$ cat config.mk
export PLATFORM = sky130hd
export DESIGN_NAME = scanline_run_centroid_classifier
export DESIGN_NICKNAME = d
export VERILOG_FILES = /design/src/hw/rtl/scrc_pkg.sv /design/src/hw/rtl/scrc_front.sv /design/src/hw/rtl/scrc_queue.sv /design/src/hw/rtl/scrc_back.sv /design/src/hw/rtl/scanline_run_centroid_classifier.sv
export VERILOG_INCLUDE_DIRS = /design/src /design/src/hw/rtl
export SDC_FILE = /design/constraint.sdc
export NUM_CORES = 1
export LEC_CHECK = 0
export ABC_AREA = 1
export ABC_CLOCK_PERIOD_IN_PS = 9800
export BUFFER_PORTS_ARGS = -buffer_cell sky130_fd_sc_hd__buf_2
export CORE_ASPECT_RATIO = 1.4
export CORE_MARGIN = 2
export CORE_UTILIZATION = 59
export DETAILED_ROUTE_END_ITERATION = 10
export PLACE_DENSITY = 0.84
export SLEW_MARGIN = 20
export SYNTH_ARGS = -nofsm -noshare
export SYNTH_HDL_FRONTEND = slang
export SYNTH_SLANG_ARGS = --single-unit
export TNS_END_PERCENT = 100
$ cat constraint.sdc
create_clock -name clk -period 9.8 [get_ports clk]
set_input_delay 0.49 -clock clk [delete_from_list [all_inputs] [get_ports clk]]
set_output_delay 0.49 -clock clk [all_outputs]
set_load 0.02 [all_outputs]
$ cat src/hw/rtl/scanline_run_centroid_classifier_defines.svh
// ---------------------------------------------------------------------------
// Scanline run centroid classifier: assertion macros
// Shared concurrent assertion forms, clocked on clk and held off by arst_n.
// ---------------------------------------------------------------------------
`ifndef SCANLINE_RUN_CENTROID_CLASSIFIER_DEFINES_SVH
`define SCANLINE_RUN_CENTROID_CLASSIFIER_DEFINES_SVH

// same-cycle implication
`define SCRC_ASSERT_NOW(label, ante, cons, msg) \
	label: assert property (@(posedge clk) disable iff (!arst_n) (ante) |-> (cons)) \
		else $error(msg);

// next-cycle implication
`define SCRC_ASSERT_NEXT(label, ante, cons, msg) \
	label: assert property (@(posedge clk) disable iff (!arst_n) (ante) |=> (cons)) \
		else $error(msg);

`endif

$ cat src/hw/rtl/scrc_pkg.sv
// ---------------------------------------------------------------------------
// Scanline run centroid classifier: package
// Widths, codes, queue entry and status types, and the lane classifier.
// ---------------------------------------------------------------------------
package scrc_pkg;

	localparam int COL_W    = 10;
	localparam int ROW_W    = 10;
	localparam int LEN_W    = 11;
	localparam int SUM_W    = 20;
	localparam int CLS_W    = 2;
	localparam int S_DATA_W = 24;
	localparam int M_DATA_W = 24;
	localparam int REG_IDX_W = 2;
	localparam int REG_DAT_W = 11;

	localparam int DEF_MAX_WIDTH   = 1024;
	localparam int DEF_QUEUE_DEPTH = 4;

	localparam logic [COL_W-1:0] LEFT_LIMIT_RST   = 10'd115;
	localparam logic [COL_W-1:0] CENTRE_LIMIT_RST = 10'd320;
	localparam logic [LEN_W-1:0] MAX_RUN_RST      = 11'd80;

	localparam logic [REG_IDX_W-1:0] REG_LEFT_LIMIT   = 2'd0;
	localparam logic [REG_IDX_W-1:0] REG_CENTRE_LIMIT = 2'd1;
	localparam logic [REG_IDX_W-1:0] REG_MAX_RUN      = 2'd2;

	typedef enum logic [CLS_W-1:0] {
		CLS_LEFT   = 2'd0,
		CLS_CENTRE = 2'd1,
		CLS_RIGHT  = 2'd2
	} lane_class_t;

	typedef enum logic [1:0] {
		BK_IDLE,
		BK_DIV,
		BK_FIN
	} back_state_t;

	typedef struct packed {
		logic [COL_W-1:0] left_limit;
		logic [COL_W-1:0] centre_limit;
		logic [LEN_W-1:0] max_run_width;
	} cfg_t;

	// one closed run; alt marks the one-pixel run opened on the row end
	typedef struct packed {
		logic [SUM_W-1:0] sum;
		logic [LEN_W-1:0] len;
		logic [ROW_W-1:0] y;
		logic             alt_vld;
		logic [COL_W-1:0] alt_col;
	} job_t;

	typedef struct packed {
		logic emit;
		lane_class_t cls;
	} verdict_t;

	typedef struct packed {
		logic run_open;
		logic push;
	} fr_status_t;

	typedef struct packed {
		logic fin;
		logic load;
	} bk_status_t;

	function automatic verdict_t classify(logic [COL_W-1:0] mean, logic [LEN_W-1:0] len,
			cfg_t cfg);
		verdict_t v;
		v.emit = 1'b1;
		v.cls  = CLS_RIGHT;
		if (mean < cfg.left_limit) begin
			v.cls = CLS_LEFT;
		end else if (mean < cfg.centre_limit) begin
			v.cls = CLS_CENTRE;
		end else if (len >= cfg.max_run_width) begin
			v.emit = 1'b0;
		end
		return v;
	endfunction

endpackage

$ cat src/hw/rtl/scrc_front.sv
// ---------------------------------------------------------------------------
// Scanline run centroid classifier: front end
// Track the open run per pixel and queue each run as it closes.
// ---------------------------------------------------------------------------
module scrc_front #(
	parameter int MAX_WIDTH = scrc_pkg::DEF_MAX_WIDTH
) (
	input  logic                      clk,
	input  logic                      arst_n,
	input  logic                      take,
	input  logic                      pixel_on,
	input  logic [scrc_pkg::COL_W-1:0] column,
	input  logic [scrc_pkg::ROW_W-1:0] row_y,
	input  logic                      row_end,
	output scrc_pkg::job_t            job,
	output scrc_pkg::fr_status_t      status
);
	import scrc_pkg::*;

	localparam logic [12:0] MaxW = 13'(MAX_WIDTH);

	logic [SUM_W-1:0] run_sum_q;
	logic [LEN_W-1:0] run_len_q;
	logic [COL_W-1:0] prev_col_q;

	logic             on_eff;
	logic             open;
	logic             cont;
	logic [SUM_W-1:0] sum_n;
	logic [LEN_W-1:0] len_n;
	logic             push;

	assign on_eff = pixel_on && ({3'b000, column} < MaxW);
	assign open   = (run_len_q != '0);
	assign cont   = on_eff && open && ({1'b0, prev_col_q} + 11'd1 == {1'b0, column});

	always_comb begin
		sum_n       = run_sum_q;
		len_n       = run_len_q;
		push        = 1'b0;
		job.sum     = run_sum_q;
		job.len     = run_len_q;
		job.y       = row_y;
		job.alt_vld = 1'b0;
		job.alt_col = column;
		if (on_eff) begin
			if (cont) begin
				sum_n = run_sum_q + SUM_W'(column);
				len_n = run_len_q + 11'd1;
			end else begin
				sum_n = SUM_W'(column);
				len_n = 11'd1;
			end
			if (row_end) begin
				push = 1'b1;
				if (cont || !open) begin
					job.sum = sum_n;
					job.len = len_n;
				end else begin
					job.alt_vld = 1'b1;
				end
				len_n = '0;
			end else begin
				push = !cont && open;
			end
		end else begin
			push  = open;
			len_n = '0;
		end
	end

	assign status.run_open = open;
	assign status.push     = take && push;

	always_ff @(posedge clk or negedge arst_n) begin
		if (!arst_n) begin
			run_len_q <= '0;
		end else if (take) begin
			run_len_q <= len_n;
		end
	end

	always_ff @(posedge clk) begin
		if (take) begin
			run_sum_q <= sum_n;
			if (on_eff) begin
				prev_col_q <= column;
			end
		end
	end

endmodule

$ cat src/hw/rtl/scrc_queue.sv
// ---------------------------------------------------------------------------
// Scanline run centroid classifier: run queue
// Short first-in first-out store of closed runs between front and back.
// ---------------------------------------------------------------------------
module scrc_queue #(
	parameter int DEPTH = scrc_pkg::DEF_QUEUE_DEPTH
) (
	input  logic           clk,
	input  logic           arst_n,
	input  logic           push,
	input  scrc_pkg::job_t wr_job,
	output logic           full,
	input  logic           pop,
	output logic           vld,
	output scrc_pkg::job_t rd_job
);
	import scrc_pkg::*;

	localparam int PtrW = (DEPTH > 1) ? $clog2(DEPTH) : 1;
	localparam int CntW = $clog2(DEPTH + 1);

	job_t            mem_q [DEPTH];
	logic [PtrW-1:0] wr_ptr_q;
	logic [PtrW-1:0] rd_ptr_q;
	logic [CntW-1:0] count_q;

	assign full   = (count_q == CntW'(DEPTH));
	assign vld    = (count_q != '0);
	assign rd_job = mem_q[rd_ptr_q];

	function automatic logic [PtrW-1:0] bump(logic [PtrW-1:0] p);
		return (p == PtrW'(DEPTH - 1)) ? '0 : p + PtrW'(1);
	endfunction

	always_ff @(posedge clk or negedge arst_n) begin
		if (!arst_n) begin
			wr_ptr_q <= '0;
			rd_ptr_q <= '0;
			count_q  <= '0;
		end else begin
			if (push) begin
				wr_ptr_q <= bump(wr_ptr_q);
			end
			if (pop) begin
				rd_ptr_q <= bump(rd_ptr_q);
			end
			if (push && !pop) begin
				count_q <= count_q + CntW'(1);
			end else if (pop && !push) begin
				count_q <= count_q - CntW'(1);
			end
		end
	end

	always_ff @(posedge clk) begin
		if (push) begin
			mem_q[wr_ptr_q] <= wr_job;
		end
	end

endmodule

$ cat src/hw/rtl/scrc_back.sv
// ---------------------------------------------------------------------------
// Scanline run centroid classifier: back end
// Divide each queued run sum by its length, class the mean, register any emitted result.
// ---------------------------------------------------------------------------
module scrc_back (
	input  logic                         clk,
	input  logic                         arst_n,
	input  scrc_pkg::cfg_t               cfg,
	input  logic                         q_vld,
	input  scrc_pkg::job_t               q_job,
	output logic                         q_pop,
	output logic                         m_tvalid,
	input  logic                         m_tready,
	output logic [scrc_pkg::M_DATA_W-1:0] m_tdata,
	output logic [scrc_pkg::CLS_W-1:0]    m_tuser,
	output scrc_pkg::bk_status_t         status
);
	import scrc_pkg::*;

	localparam int CntW = $clog2(COL_W);

	back_state_t      st_q, st_n;
	job_t             job_q;
	logic [LEN_W-1:0] rem_q;
	logic [COL_W-1:0] dvd_q;
	logic [COL_W-1:0] quo_q;
	logic [CntW-1:0]  cnt_q;

	logic             out_vld_q;
	logic [COL_W-1:0] out_x_q;
	logic [ROW_W-1:0] out_y_q;
	lane_class_t      out_cls_q;

	logic [LEN_W:0]   trial;
	logic [LEN_W:0]   diff;
	logic             fits;
	verdict_t         v_main;
	verdict_t         v_alt;
	logic             emit;
	logic [COL_W-1:0] res_x;
	lane_class_t      res_cls;
	logic             can_load;
	logic             load;
	logic             start;

	assign trial = {rem_q, dvd_q[COL_W-1]};
	assign diff  = trial - {1'b0, job_q.len};
	assign fits  = (trial >= {1'b0, job_q.len});

	assign v_main   = classify(quo_q, job_q.len, cfg);
	assign v_alt    = classify(job_q.alt_col, 11'd1, cfg);
	assign can_load = !out_vld_q || m_tready;

	always_comb begin
		emit    = 1'b0;
		res_x   = quo_q;
		res_cls = v_main.cls;
		if (v_main.emit) begin
			emit = 1'b1;
		end else if (job_q.alt_vld && v_alt.emit) begin
			emit    = 1'b1;
			res_x   = job_q.alt_col;
			res_cls = v_alt.cls;
		end
	end

	always_comb begin
		st_n  = st_q;
		start = 1'b0;
		load  = 1'b0;
		case (st_q)
			BK_IDLE: begin
				if (q_vld) begin
					start = 1'b1;
					st_n  = BK_DIV;
				end
			end
			BK_DIV: begin
				if (cnt_q == CntW'(COL_W - 1)) begin
					st_n = BK_FIN;
				end
			end
			BK_FIN: begin
				if (!emit) begin
					st_n = BK_IDLE;
				end else if (can_load) begin
					load = 1'b1;
					st_n = BK_IDLE;
				end
			end
			default: st_n = BK_IDLE;
		endcase
	end

	assign q_pop       = start;
	assign status.fin  = (st_q == BK_FIN);
	assign status.load = load;

	always_ff @(posedge clk or negedge arst_n) begin
		if (!arst_n) begin
			st_q      <= BK_IDLE;
			out_vld_q <= 1'b0;
		end else begin
			st_q <= st_n;
			if (load) begin
				out_vld_q <= 1'b1;
			end else if (m_tready) begin
				out_vld_q <= 1'b0;
			end
		end
	end

	always_ff @(posedge clk) begin
		if (start) begin
			job_q <= q_job;
			rem_q <= {1'b0, q_job.sum[SUM_W-1:COL_W]};
			dvd_q <= q_job.sum[COL_W-1:0];
			quo_q <= '0;
			cnt_q <= '0;
		end else if (st_q == BK_DIV) begin
			rem_q <= fits ? diff[LEN_W-1:0] : trial[LEN_W-1:0];
			dvd_q <= {dvd_q[COL_W-2:0], 1'b0};
			quo_q <= {quo_q[COL_W-2:0], fits};
			cnt_q <= cnt_q + CntW'(1);
		end
		if (load) begin
			out_x_q   <= res_x;
			out_y_q   <= job_q.y;
			out_cls_q <= res_cls;
		end
	end

	assign m_tvalid = out_vld_q;
	assign m_tdata  = {(M_DATA_W - COL_W - ROW_W)'(0), out_y_q, out_x_q};
	assign m_tuser  = out_cls_q;

endmodule

$ cat src/hw/rtl/scanline_run_centroid_classifier.sv
// ---------------------------------------------------------------------------
// Scanline run centroid classifier
// Find runs of set pixels in a row, emit each run's mean column and lane class (wide right runs dropped).
// ---------------------------------------------------------------------------
// channel   signals                           carries
// s_*       tvalid tready tdata tlast         pixel_on, column, row_y; tlast = row_end
// m_*       tvalid tready tdata tuser         centre_x, marking_y; tuser = lane_class
// wr_*      wr_en wr_index wr_data            left_limit, centre_limit, max_run_width
//
// Pixels are taken one per cycle while the run queue has room.
// The back end takes each closed run through BK_IDLE to pick it up, BK_DIV
// for the one-bit-per-cycle restoring divider and BK_FIN to class and register.
// The queue holds QUEUE_DEPTH closed runs; s_tready falls only when it is full.
// Reset is asynchronous; there is no clearing pass.
// ---------------------------------------------------------------------------
`include "scanline_run_centroid_classifier_defines.svh"

module scanline_run_centroid_classifier #(
	parameter int MAX_WIDTH   = scrc_pkg::DEF_MAX_WIDTH,
	parameter int QUEUE_DEPTH = scrc_pkg::DEF_QUEUE_DEPTH
) (
	input  logic                           clk,
	input  logic                           arst_n,
	input  logic                           s_tvalid,
	output logic                           s_tready,
	input  logic [scrc_pkg::S_DATA_W-1:0]  s_tdata,  // pixel_on, column, row_y
	input  logic                           s_tlast,
	output logic                           m_tvalid,
	input  logic                           m_tready,
	output logic [scrc_pkg::M_DATA_W-1:0]  m_tdata,  // centre_x, marking_y
	output logic [scrc_pkg::CLS_W-1:0]     m_tuser,  // lane_class
	input  logic                           wr_en,
	input  logic [scrc_pkg::REG_IDX_W-1:0] wr_index,
	input  logic [scrc_pkg::REG_DAT_W-1:0] wr_data
);
	import scrc_pkg::*;

	cfg_t       cfg_q;
	job_t       fr_job;
	job_t       q_job;
	fr_status_t fr_st;
	bk_status_t bk_st;
	logic       take;
	logic       q_full;
	logic       q_vld;
	logic       q_pop;

	always_ff @(posedge clk or negedge arst_n) begin
		if (!arst_n) begin
			cfg_q.left_limit    <= LEFT_LIMIT_RST;
			cfg_q.centre_limit  <= CENTRE_LIMIT_RST;
			cfg_q.max_run_width <= MAX_RUN_RST;
		end else if (wr_en) begin
			case (wr_index)
				REG_LEFT_LIMIT:   cfg_q.left_limit    <= wr_data[COL_W-1:0];
				REG_CENTRE_LIMIT: cfg_q.centre_limit  <= wr_data[COL_W-1:0];
				REG_MAX_RUN:      cfg_q.max_run_width <= wr_data;
				default: ;
			endcase
		end
	end

	assign s_tready = !q_full;
	assign take     = s_tvalid && s_tready;

	scrc_front #(
		.MAX_WIDTH (MAX_WIDTH)
	) u_front (
		.clk      (clk),
		.arst_n   (arst_n),
		.take     (take),
		.pixel_on (s_tdata[0]),
		.column   (s_tdata[COL_W:1]),
		.row_y    (s_tdata[COL_W+ROW_W:COL_W+1]),
		.row_end  (s_tlast),
		.job      (fr_job),
		.status   (fr_st)
	);

	scrc_queue #(
		.DEPTH (QUEUE_DEPTH)
	) u_queue (
		.clk    (clk),
		.arst_n (arst_n),
		.push   (fr_st.push),
		.wr_job (fr_job),
		.full   (q_full),
		.pop    (q_pop),
		.vld    (q_vld),
		.rd_job (q_job)
	);

	scrc_back u_back (
		.clk      (clk),
		.arst_n   (arst_n),
		.cfg      (cfg_q),
		.q_vld    (q_vld),
		.q_job    (q_job),
		.q_pop    (q_pop),
		.m_tvalid (m_tvalid),
		.m_tready (m_tready),
		.m_tdata  (m_tdata),
		.m_tuser  (m_tuser),
		.status   (bk_st)
	);

	`SCRC_ASSERT_NOW(a_push_room, fr_st.push, !q_full, "run queued while queue full")
	`SCRC_ASSERT_NOW(a_pop_data, q_pop, q_vld, "run taken from empty queue")
	`SCRC_ASSERT_NOW(a_load_fin, bk_st.load, bk_st.fin, "result outside finish")
	`SCRC_ASSERT_NEXT(a_row_close, take && s_tlast, !fr_st.run_open, "run open after row end")

endmodule
## After elaboration in Yosys (flattened, before gate mapping)

Memory sizes are Yosys's and may differ from the RTL's.
Index checks and enable logic that the tools add are counted.

| storage, ports and cells | value |
|---|---|
| memory bits (writable) | 208 |
| input port bits | 43 |
| memories kept | 1 |
| register bits after elaboration | 171 |
| output and inout bits | 28 |
| word-level logic and storage cells | 131 |

| operators by class | value |
|---|---|
| reduce and logical (&&, ||, !) cells | 28 |
| muxes and demuxes | 51 |
| $add $sub $neg | 9 |
| magnitude comparators | 7 |
| eq/ne operators | 12 |

Memories:

| memory | depth | bits a word | rd ports | clocked after memory_dff | wr ports | RTL line | text |
|---|---|---|---|---|---|---|---|
| u_queue.mem_q | 4 | 52 | 1 | 0 | 1 | scrc_queue.sv:22 | `job_t mem_q [DEPTH];` |

Operators by type and width:

| cell | count |
|---|---|
| $mux W31 | 3 |
| $mux W10 | 6 |
| $mux W11 | 4 |
| $lt A10 B10 Y1 | 4 |
| $mux W2 | 12 |
| $mux W1 | 22 |
| $add A20 B10 Y20 | 1 |
| $mux W20 | 1 |
| $ge A12 B11 Y1 | 1 |
| $add A10 B1 Y11 const B | 1 |
| $add A11 B1 Y11 const B | 1 |
| $eq A11 B10 Y1 | 1 |
| $ge A1 B11 Y1 const A | 1 |
| $ge A11 B11 Y1 | 1 |
| $reduce_bool A11 Y1 | 1 |
| $sub A11 B11 Y11 | 1 |
| $eq A2 B2 Y1 const B | 4 |
| $logic_and A1 B1 Y1 | 8 |
| $reduce_and A2 Y1 | 4 |
| $logic_not A1 Y1 | 6 |
| $mux W3 | 2 |
| $pmux W2 S3 | 1 |
| $reduce_bool A2 Y1 | 3 |
| $add A2 B1 Y2 const B | 2 |
| 13 further kinds | 16 |

## Depth between registers and ports, before layout

Gate-level depths: netlist of run 1.

| logic depth | value |
|---|---|
| depth after elaboration | 12 |
| gate-level depth with buffers | 19 |
| gate-level depth less buffers | 19 |

## Hierarchy

From an unflattened synthesis of run 1, not the netlist that was laid out.

| unflattened totals | value |
|---|---|
| cell total of the unflattened synthesis | 2000 |
| area total of the unflattened synthesis | 19296.0 µm² |

By module, submodules not included:

| module | area each (µm²) | cells each | times used | seq. area each (µm²) |
|---|---|---|---|---|
| scrc_queue | 8675.8 | 660 | 1 | 6421.2 |
| scrc_back | 5435.2 | 614 | 1 | 2597.5 |
| scrc_front | 3865.0 | 583 | 1 | 1176.1 |
| scanline_run_centroid_classifier | 1320.0 | 143 | 1 | 787.0 |

## Worst setup path after synthesis of run 1

OpenSTA, ideal clock, no wires.

| timing path | value |
|---|---|
| path kind | flip-flop to flip-flop |
| start point | register u_front.run_len_q[0] |
| end point | memory u_queue.mem_q[0][0] (netlist bit) (enable) |
| data arrival time | 3.664 ns |
| buffers on the path | 0 |
| stages on the path, launching flop included | 13 |
| clock period less this slack | 4.126 ns |
| data required time | 9.338 ns |
| setup slack | 5.674 ns |
| library setup time | 0.462 ns |
| cell sequence | dfrtp_1 -> inv_1 -> ha_1 -> nand2_1 -> nor2_1 -> nand3_1 -> nand2_1 -> nor2_1 -> nand3_2 -> o21ai_2 -> nand2_1 -> nand2_1 -> nor2_1 |

| on the way | value |
|---|---|
| cells in the longest elaborated chain, start to end | 10 |

Ends and longest elaborated chain:

| element | RTL line | text |
|---|---|---|
| start: declaration | scrc_front.sv:23 | `logic [LEN_W-1:0] run_len_q;` |
| start signal: assignment | scrc_front.sv:79 | `run_len_q <= len_n;` |
| $reduce_bool A11 Y1 (*) | scrc_front.sv:34 | `assign open = (run_len_q != '0);` |
| $logic_and A1 B1 Y1 (2 in a row) | scrc_front.sv:35 | `assign cont = on_eff && open && ({1'b0, prev_col_q} + 11'd1 == {1'b0, column});` |
| $logic_not A1 Y1 | scrc_front.sv:64 | `push = !cont && open;` |
| $logic_and A1 B1 Y1 | scrc_front.sv:64 |  |
| $mux W1 | scrc_front.sv:54 | `if (row_end) begin` |
| $mux W1 (*) | scrc_front.sv:46 | `if (on_eff) begin` |
| $logic_and A1 B1 Y1 (*) | scrc_front.sv:73 | `assign status.push = take && push;` |
| $mux W1 (*) | scrc_queue.sv:56 | `if (push) begin` |
| $mux W1 (not written as such) (*) | scrc_queue.sv:57 | `mem_q[wr_ptr_q] <= wr_job;` |
| end: declaration | scrc_queue.sv:22 |  |

Every way passes the cells marked *; elsewhere a longest branch is shown, timed or not.

## Worst setup path in the final report of run 1

| timing path | value |
|---|---|
| start point | register u_front.run_len_q[0] |
| end point | memory u_queue.mem_q[0][14] (netlist bit) (enable) |

The elaborated chain is that of the path after synthesis.

==> results by group, run 1 <==
Synthesis
  • Adder-cell share of the synthesized area: 5.88%
  • Post-synth top area share: between 50% and 60%
  • Fraction of the mapped netlist area in simple logic gates: 14.9%
  • Commonest cells in the netlist: 312 x edfxtp_1, 289 x nand2_1, 228 x nor2_1
  • Seq/Total Area, Yosys: 61.6%
  • Mapped Cells: about 1.7k
  • Dominant cell by count in the synthesized netlist: edfxtp_1
  • Largest family of logic cells by synthesized area: simple AND/OR/NAND/NOR gates
  • Synth async-reset ratio: 13.7%
  • Ys Warns: 0
  • Yosys cell types: between 40 and 50
  • Post-synthesis mux area share: 0%
  • Number of synthesized register bits: 379
  • Post-synth EDFFs: 312
  • Mapped Avg Cell Area: between 10 and 15 sq um
  • Xor-xnor portion of the synthesized cell area: about 1.1%
  • Main synth FF type: edfxtp_1
  • Compound-cell area share of the yosys netlist: 11.2%
  • Area contributors post-synth: edfxtp_1 53%, nand2_1 6.1%, dfrtp_1 6.0%, o21ai_0 5.8%, ha_1 5.5%
  • Area leader, netlist: edfxtp_1
  • Mapped Area: 17800 sq um

Floorplan
  • Core area: 29800 sq um
  • Die height: 210 um
  • Die area: 31600 sq um
  • Initial core utilization: 59.7%
  • Die W: 151 um
  • FP Rows: 75
  • Ports: 71

Clock tree
  • Clock sinks: around 380
  • Clock transition at path regs: 0.06 ns
  • CTS root buffer: clkbuf_16
  • CTS tree: built
  • Postcts setup bufs: 0
  • CTS buffer count: 36
  • CTS Hold Buffers Added: 0
  • Number of H-tree levels: 2
  • Clk buf depth: 3
  • Cts repair resizes: 0
  • Skew-Pair Late Insertion Delay: 0.52 ns

Min path
  • Min-Delay Path Class: in2async

Timing
  • Clock skew: 0.0198 ns
  • Final min period: 3.82 ns
  • Worst-margin pin slew: 1.00 ns
  • Pins Over Slew Limit: 0
  • Hold Vio Cnt, Final: 0
  • FMAX: roughly 0.26 GHz
  • Fin crit share: 39.0%
  • Endpoints failing setup: 0
  • Setup TNS: 0 ns
  • Slew HR: 33.2%
  • Unrepaired setup endpoints after global routing: no

Outcome
  • Status: completed

Placed design
  • Area after DPL: 18500 sq um
  • PortBufs: 63
  • Final GP Congestion: 0.885
  • DP HPWL: about 26 mm
  • Dpl cells: 2115

Final layout
  • Filler cell count: 2129
  • Nets: 1894
  • Post-Layout Cell Count: 2177
  • Core Util, Final: 65.8%
  • Fraction of layout cells with a size suffix above 1: 9.66%
  • Final instance area: 19600 sq um
  • Layout area overhead: 10.2%
  • FF+latch area: 11000 sq um
  • Multi-input logic area: 5960 sq um

Global routing
  • Vias in the first global route: about 13k
  • Total grt overflow: 0
  • First-pass GRT wire length: around 63 mm
  • Largest net degree at the start of global routing: 82
  • Total track usage: between 20 and 30%
  • Initial antenna violation count: 1

Route
  • DRT iter0 DRCs: 950
  • Drt wl/cell: 18.3 um
  • Vias per cell: just under 6
  • Drt total wl: 39.8 mm
  • Total number of vias: 12.8k
  • Drt first pass iters: 6
  • ANT nets after route: 0
  • DRC viols: 0

Setup path
  • Worst Setup Start Kind: flop
  • Worst EP arrival: 3.98 ns
  • R2R Path End: u_queue.mem_q[0][14]
  • Worst-path fanout max: 30
  • Worst R2R Path Depth: 13
  • FF-to-FF Start: u_front.run_len_q[0]
  • FF-to-FF setup slack: 5.98 ns
  • Critical Path RT: around 10 ns
  • Crit. End Element: flop
  • Worst setup path class: reg2reg

Run
  • Max Cap Violations: 0

Pwr
  • Leak: 7.86 nW
  • Peak supply drop: between 0.15 and 0.2 mV
  • Cell Pwr Density: 287 nW/um^2
## worst max-delay path by stage
stage,from,endpoint,cells past startpoint
detailed placement,u_front.run_len_q[0],u_queue.mem_q[0][13],13
global route,u_front.run_len_q[0],u_queue.mem_q[0][20],13
CTS,u_front.run_len_q[0],u_queue.mem_q[0][20],13
finish,u_front.run_len_q[0],u_queue.mem_q[0][14],13
global placement,s_tdata[6],u_queue.mem_q[0][51],14
floorplan,u_front.run_len_q[0],u_queue.mem_q[0][0],12
## worst max-delay path, stage by stage (launching register included)
cell	delay [ns]
dfrtp_1	0.42
inv_1	0.20
ha_1	0.18
nand2_1	0.05
nor2_1	0.10
nand3_1	0.20
nand2_1	0.12
nor2_1	0.06
nand3_2	0.16
o21ai_2	0.22
nand2_1	0.18
nand2_1	0.29
nor2_4	0.72
buf_4	0.52
## layout by cell type (no fill, tap or decap), types with 4 or more instances in the layout
master | synthesis | layout
edfxtp_1 | 312 | 312
nand2_1 | 289 | 289
nor2_1 | 228 | 222
o21ai_0 | 206 | 206
inv_1 | 163 | 162
ha_1 | 79 | 79
buf_2 | 2 | 63
nand3_1 | 59 | 59
o22ai_1 | 50 | 50
a21oi_1 | 48 | 48
dfrtp_1 | 43 | 42
clkbuf_16 | 0 | 37
nand4_1 | 20 | 20
xor2_1 | 16 | 16
dfxtp_1 | 15 | 15
buf_4 | 7 | 13
a31oi_1 | 12 | 12
and3_1 | 10 | 10
o21ai_1 | 10 | 10
a22oi_1 | 9 | 9
dfstp_2 | 9 | 9
nand3_2 | 7 | 7
xnor2_1 | 7 | 7
nor3_1 | 7 | 7
or2_2 | 7 | 7
clkbuf_1 | 52 | 7
clkinv_1 | 2 | 6
o21a_1 | 5 | 5
a21o_1 | 5 | 5
nor2_4 | 1 | 5
bufinv_16 | 0 | 5
nor2_2 | 2 | 4
o21ai_2 | 4 | 4
o22ai_2 | 4 | 4
conb_1 | 1 | 4
## flip-flops by register name (all words and copies together), names as in the netlist, 10 cells and up
signal,flops
u_queue.mem_q,208
u_back.rem_q,11
u_back.quo_q,10
u_back.out_y_q,10
u_front.run_sum_q,20
u_front.prev_col_q,10
cfg_q,31
u_back.out_x_q,10
u_back.dvd_q,10
u_back.job_q,32
u_front.run_len_q,11
## power breakdown
group,switching [mW],internal (mW),leakage [nW]
combinational,1.29,0.593,3.65
clock,0.566,0.828,0.562
sequential,0.167,2.19,3.65
total,2.02,3.61,7.86
## stage by stage
| step | setup slack (ns) | hold slack [ns] | power, mW |
|---|---|---|---|
| final | 5.98 | 0.121 | 5.63 |
| after global routing | 5.69 | 0.160 | 5.97 |
| after CTS | 5.97 | 0.132 | 5.63 |
| after detailed placement | 6.02 | 0.407 | 4.23 |
| after global placement | 6.10 | 0.401 | 4.14 |
| after floorplan | 5.67 | 0.194 | 3.68 |
## final cells by class
class	count	share of cell area (%)
diodes	1	0.0127
clock buffers	45	4.92
clock inverters	15	1.01
inverters	166	3.17
multi-input cells	1109	30.3
flip-flops and latches	379	55.9
well taps	385	2.45
repair buffers	77	2.20
## kinds of logic after synthesis
logic type / Yosys count
and+or+nand+nor: 639
DFF: 379
AOI/OAI and AO/OA: 361
buffers and inverters: 233
adders and majority gates: 82
xor gates and xnor gates: 23
other: 1
## per-layer routing
metal	global-route usage [%]	routed length, um	vias up
met2	46.5	20900	519
li1	-	-	6053
met1	29.3	14600	6076
met5	0	0	-
met3	3.70	2500	125
met4	12.4	1810	0
(Power assumes the default switching activity.)
==> inputs of run 2 (changes only) <==
- ABC_CLOCK_PERIOD_IN_PS: 9800 -> 3250
- CORE_UTILIZATION: 59 -> 56
- PLACE_DENSITY: 0.84 -> 0.83
- clock period: 9.8 -> 3.25 ns (I/O delays scaled with it)
==> run 2 against run 1 <==
  * Total power rose to 3.0 times the previous value
  * Fmax rose by 31%
  * Sequential power rose to 3.0 times the previous value
  * Cell count rose by 2.9%
  * Worst setup slack got worse by 5.7 ns
  * Cell area rose by 2.4%
  * Non-clock buffer count rose by 46
  * First-iteration DRC count rose by 4.7%
  * Combinational power rose to 3.1 times the previous value
  * Largest cell class unchanged
  * Largest power group unchanged
  * Critical path type unchanged
  * Sequential cell count did not move
==> results by group, run 2 (same netlist as run 1, synthesis figures left out) <==
Outcome
  • Status: completed

Setup path
  • Worst R2R Path Depth: 11
  • FF-to-FF setup slack: 0.32 ns
  • FF-to-FF Start: u_front.run_sum_q[0]
  • Worst setup path class: reg2reg
  • Worst Setup Start Kind: flop
  • R2R Path End: u_queue.mem_q[0][48]
  • Crit. End Element: flop
  • Worst EP arrival: 3.16 ns
  • Worst-path fanout max: 5
  • Critical Path RT: 3.48 ns

Global routing
  • Largest net degree at the start of global routing: 107
  • Initial antenna violation count: 0
  • Vias in the first global route: 13.1k
  • Total track usage: between 20% and 30%
  • Total grt overflow: 0
  • First-pass GRT wire length: 65.4 mm

Clock tree
  • Cts repair resizes: 0
  • Clock sinks: 379
  • Postcts setup bufs: 0
  • Skew-Pair Late Insertion Delay: 0.54 ns
  • CTS tree: built
  • CTS root buffer: clkbuf_16
  • CTS buffer count: 37
  • CTS Hold Buffers Added: 31
  • Clock transition at path regs: 0.06 ns
  • Clk buf depth: 3
  • Number of H-tree levels: 2

Floorplan
  • Die area: 33300 sq um
  • Die height: 215 um
  • Die W: about 150 um
  • Ports: 71
  • Initial core utilization: 56.6%
  • FP Rows: 77
  • Core area: 31500 sq um

Route
  • Total number of vias: 13.0k
  • Drt total wl: between 40 and 50 mm
  • Drt first pass iters: 7
  • Drt wl/cell: 18.2 um
  • ANT nets after route: 0
  • DRC viols: 0
  • DRT iter0 DRCs: 995
  • Vias per cell: 5.80

Timing
  • FMAX: 0.342 GHz
  • Unrepaired setup endpoints after global routing: no
  • Worst-margin pin slew: 1.07 ns
  • Hold Vio Cnt, Final: 0
  • Final min period: 2.93 ns
  • Pins Over Slew Limit: 0
  • Fin crit share: 90.0%
  • Endpoints failing setup: 0
  • Slew HR: between 20% and 30%
  • Clock skew: 0.0146 ns
  • WHS: 0.0154 ns
  • Final worst setup slack: 0.325 ns

Final layout
  • Most common cell after layout, fill and taps aside: edfxtp_1
  • Most frequent cells in the layout: 312 x edfxtp_1, 289 x nand2_1, 222 x nor2_1
  • Nets: roughly 1.9k
  • Top flop regs: u_queue.mem_q x208, u_back.job_q x32, cfg_q x31
  • Post-Layout Cell Count: 2240
  • Reg with most FFs: u_queue.mem_q
  • Max reg flops: between 200 and 250
  • Filler cell count: 2307
  • Fraction of layout cells with a size suffix above 1: 10.4%
  • # diodes: 0
  • Layout area overhead: 12.9%

Pwr
  • Leak: 8.09 nW
  • Peak supply drop: 0.475 mV
  • Total Power: 17.0 mW
  • Cell Pwr Density: 844 nW/um^2

Min path
  • Hold path startpoint: s_tdata[9]
  • Min-Delay Path Class: in2reg
  • Sink of the worst hold path: u_queue.mem_q[2][8]
  • Worst hold stages: 1

Placed design
  • Pre-CTS setup slack: approximately 0.42 ns
  • Final GP Congestion: 0.926
  • Dpl cells: 2141
  • PortBufs: between 60 and 70
  • DP HPWL: 27.4 mm

Run
  • Max Cap Violations: 0
==> run 2: changes by cell type in the layout (fill, tap and decap cells not counted), sizes merged <==
| cell | change |
|---|---|
| dlygate4sd3 | +31 |
| clkinv | +10 |
| buf | +15 |
| clkbuf | +3 |
| diode | -1 |
| clkinvlp | -2 |
| bufinv | -5 |
| inv | +2 |
==> run 2: worst max-delay path, cell delays in order (launching register included) <==
cell and delay (ns):
edfxtp_1 0.37, ha_1 0.19, inv_1 0.07, fa_1 0.41
inv_1 0.11, nand3_1 0.07, nand2_1 0.14, a21boi_0 0.17
o21ai_0 0.58, nand4_1 0.21, nand4_1 0.12, o21ai_0 0.19
==> run 2: how the worst max path moves through the flow <==
| stage | startpoint | endpoint |
|---|---|---|
| after floorplan | u_front.run_len_q[0] | u_queue.mem_q[0][0] |
| after global placement | u_front.run_len_q[0] | u_queue.count_q[2] |
| after detailed placement | u_front.run_len_q[0] | u_queue.count_q[2] |
| after CTS | u_front.run_sum_q[0] | u_queue.mem_q[2][48] |
| after global routing | u_front.run_sum_q[0] | u_queue.mem_q[0][50] |
| final | u_front.run_sum_q[0] | u_queue.mem_q[0][48] |
==> run 2: where the power goes <==
part | switching, mW | internal, mW
Combinational | 3.88 | 1.96
Sequential | 0.524 | 6.60
Clock | 1.79 | 2.25
==> run 2: layout make-up <==
class	instances	area [sq um]	share of cell area (%)
Sequential cell	379	11000	54.6
Clock buffer	48	1030	5.12
Inverter	166	623	3.10
Clock inverter	20	106	0.528
Tap cell	395	494	2.46
Multi-Input combinational cell	1109	5960	29.6
Timing Repair Buffer	123	931	4.63
==> run 2: stage by stage <==
stage	TNS (ns)	area, sq um	utilization, %
6_report	0	20100	63.9
4_1_cts	0	20100	63.9
5_1_grt	0	20100	63.9
2_1_floorplan	-10.92	17900	-
3_3_place_gp	0	18700	59.3
3_5_place_dp	0	18700	59.3
==> run 2: metal layers <==
metal	vias to the layer above	track usage, %	routed length (um)
met5	-	0	0
li1	6138	-	-
met2	466	45.6	21400
met1	6259	28.4	15400
met3	130	3.04	1990
met4	0	13.3	2050
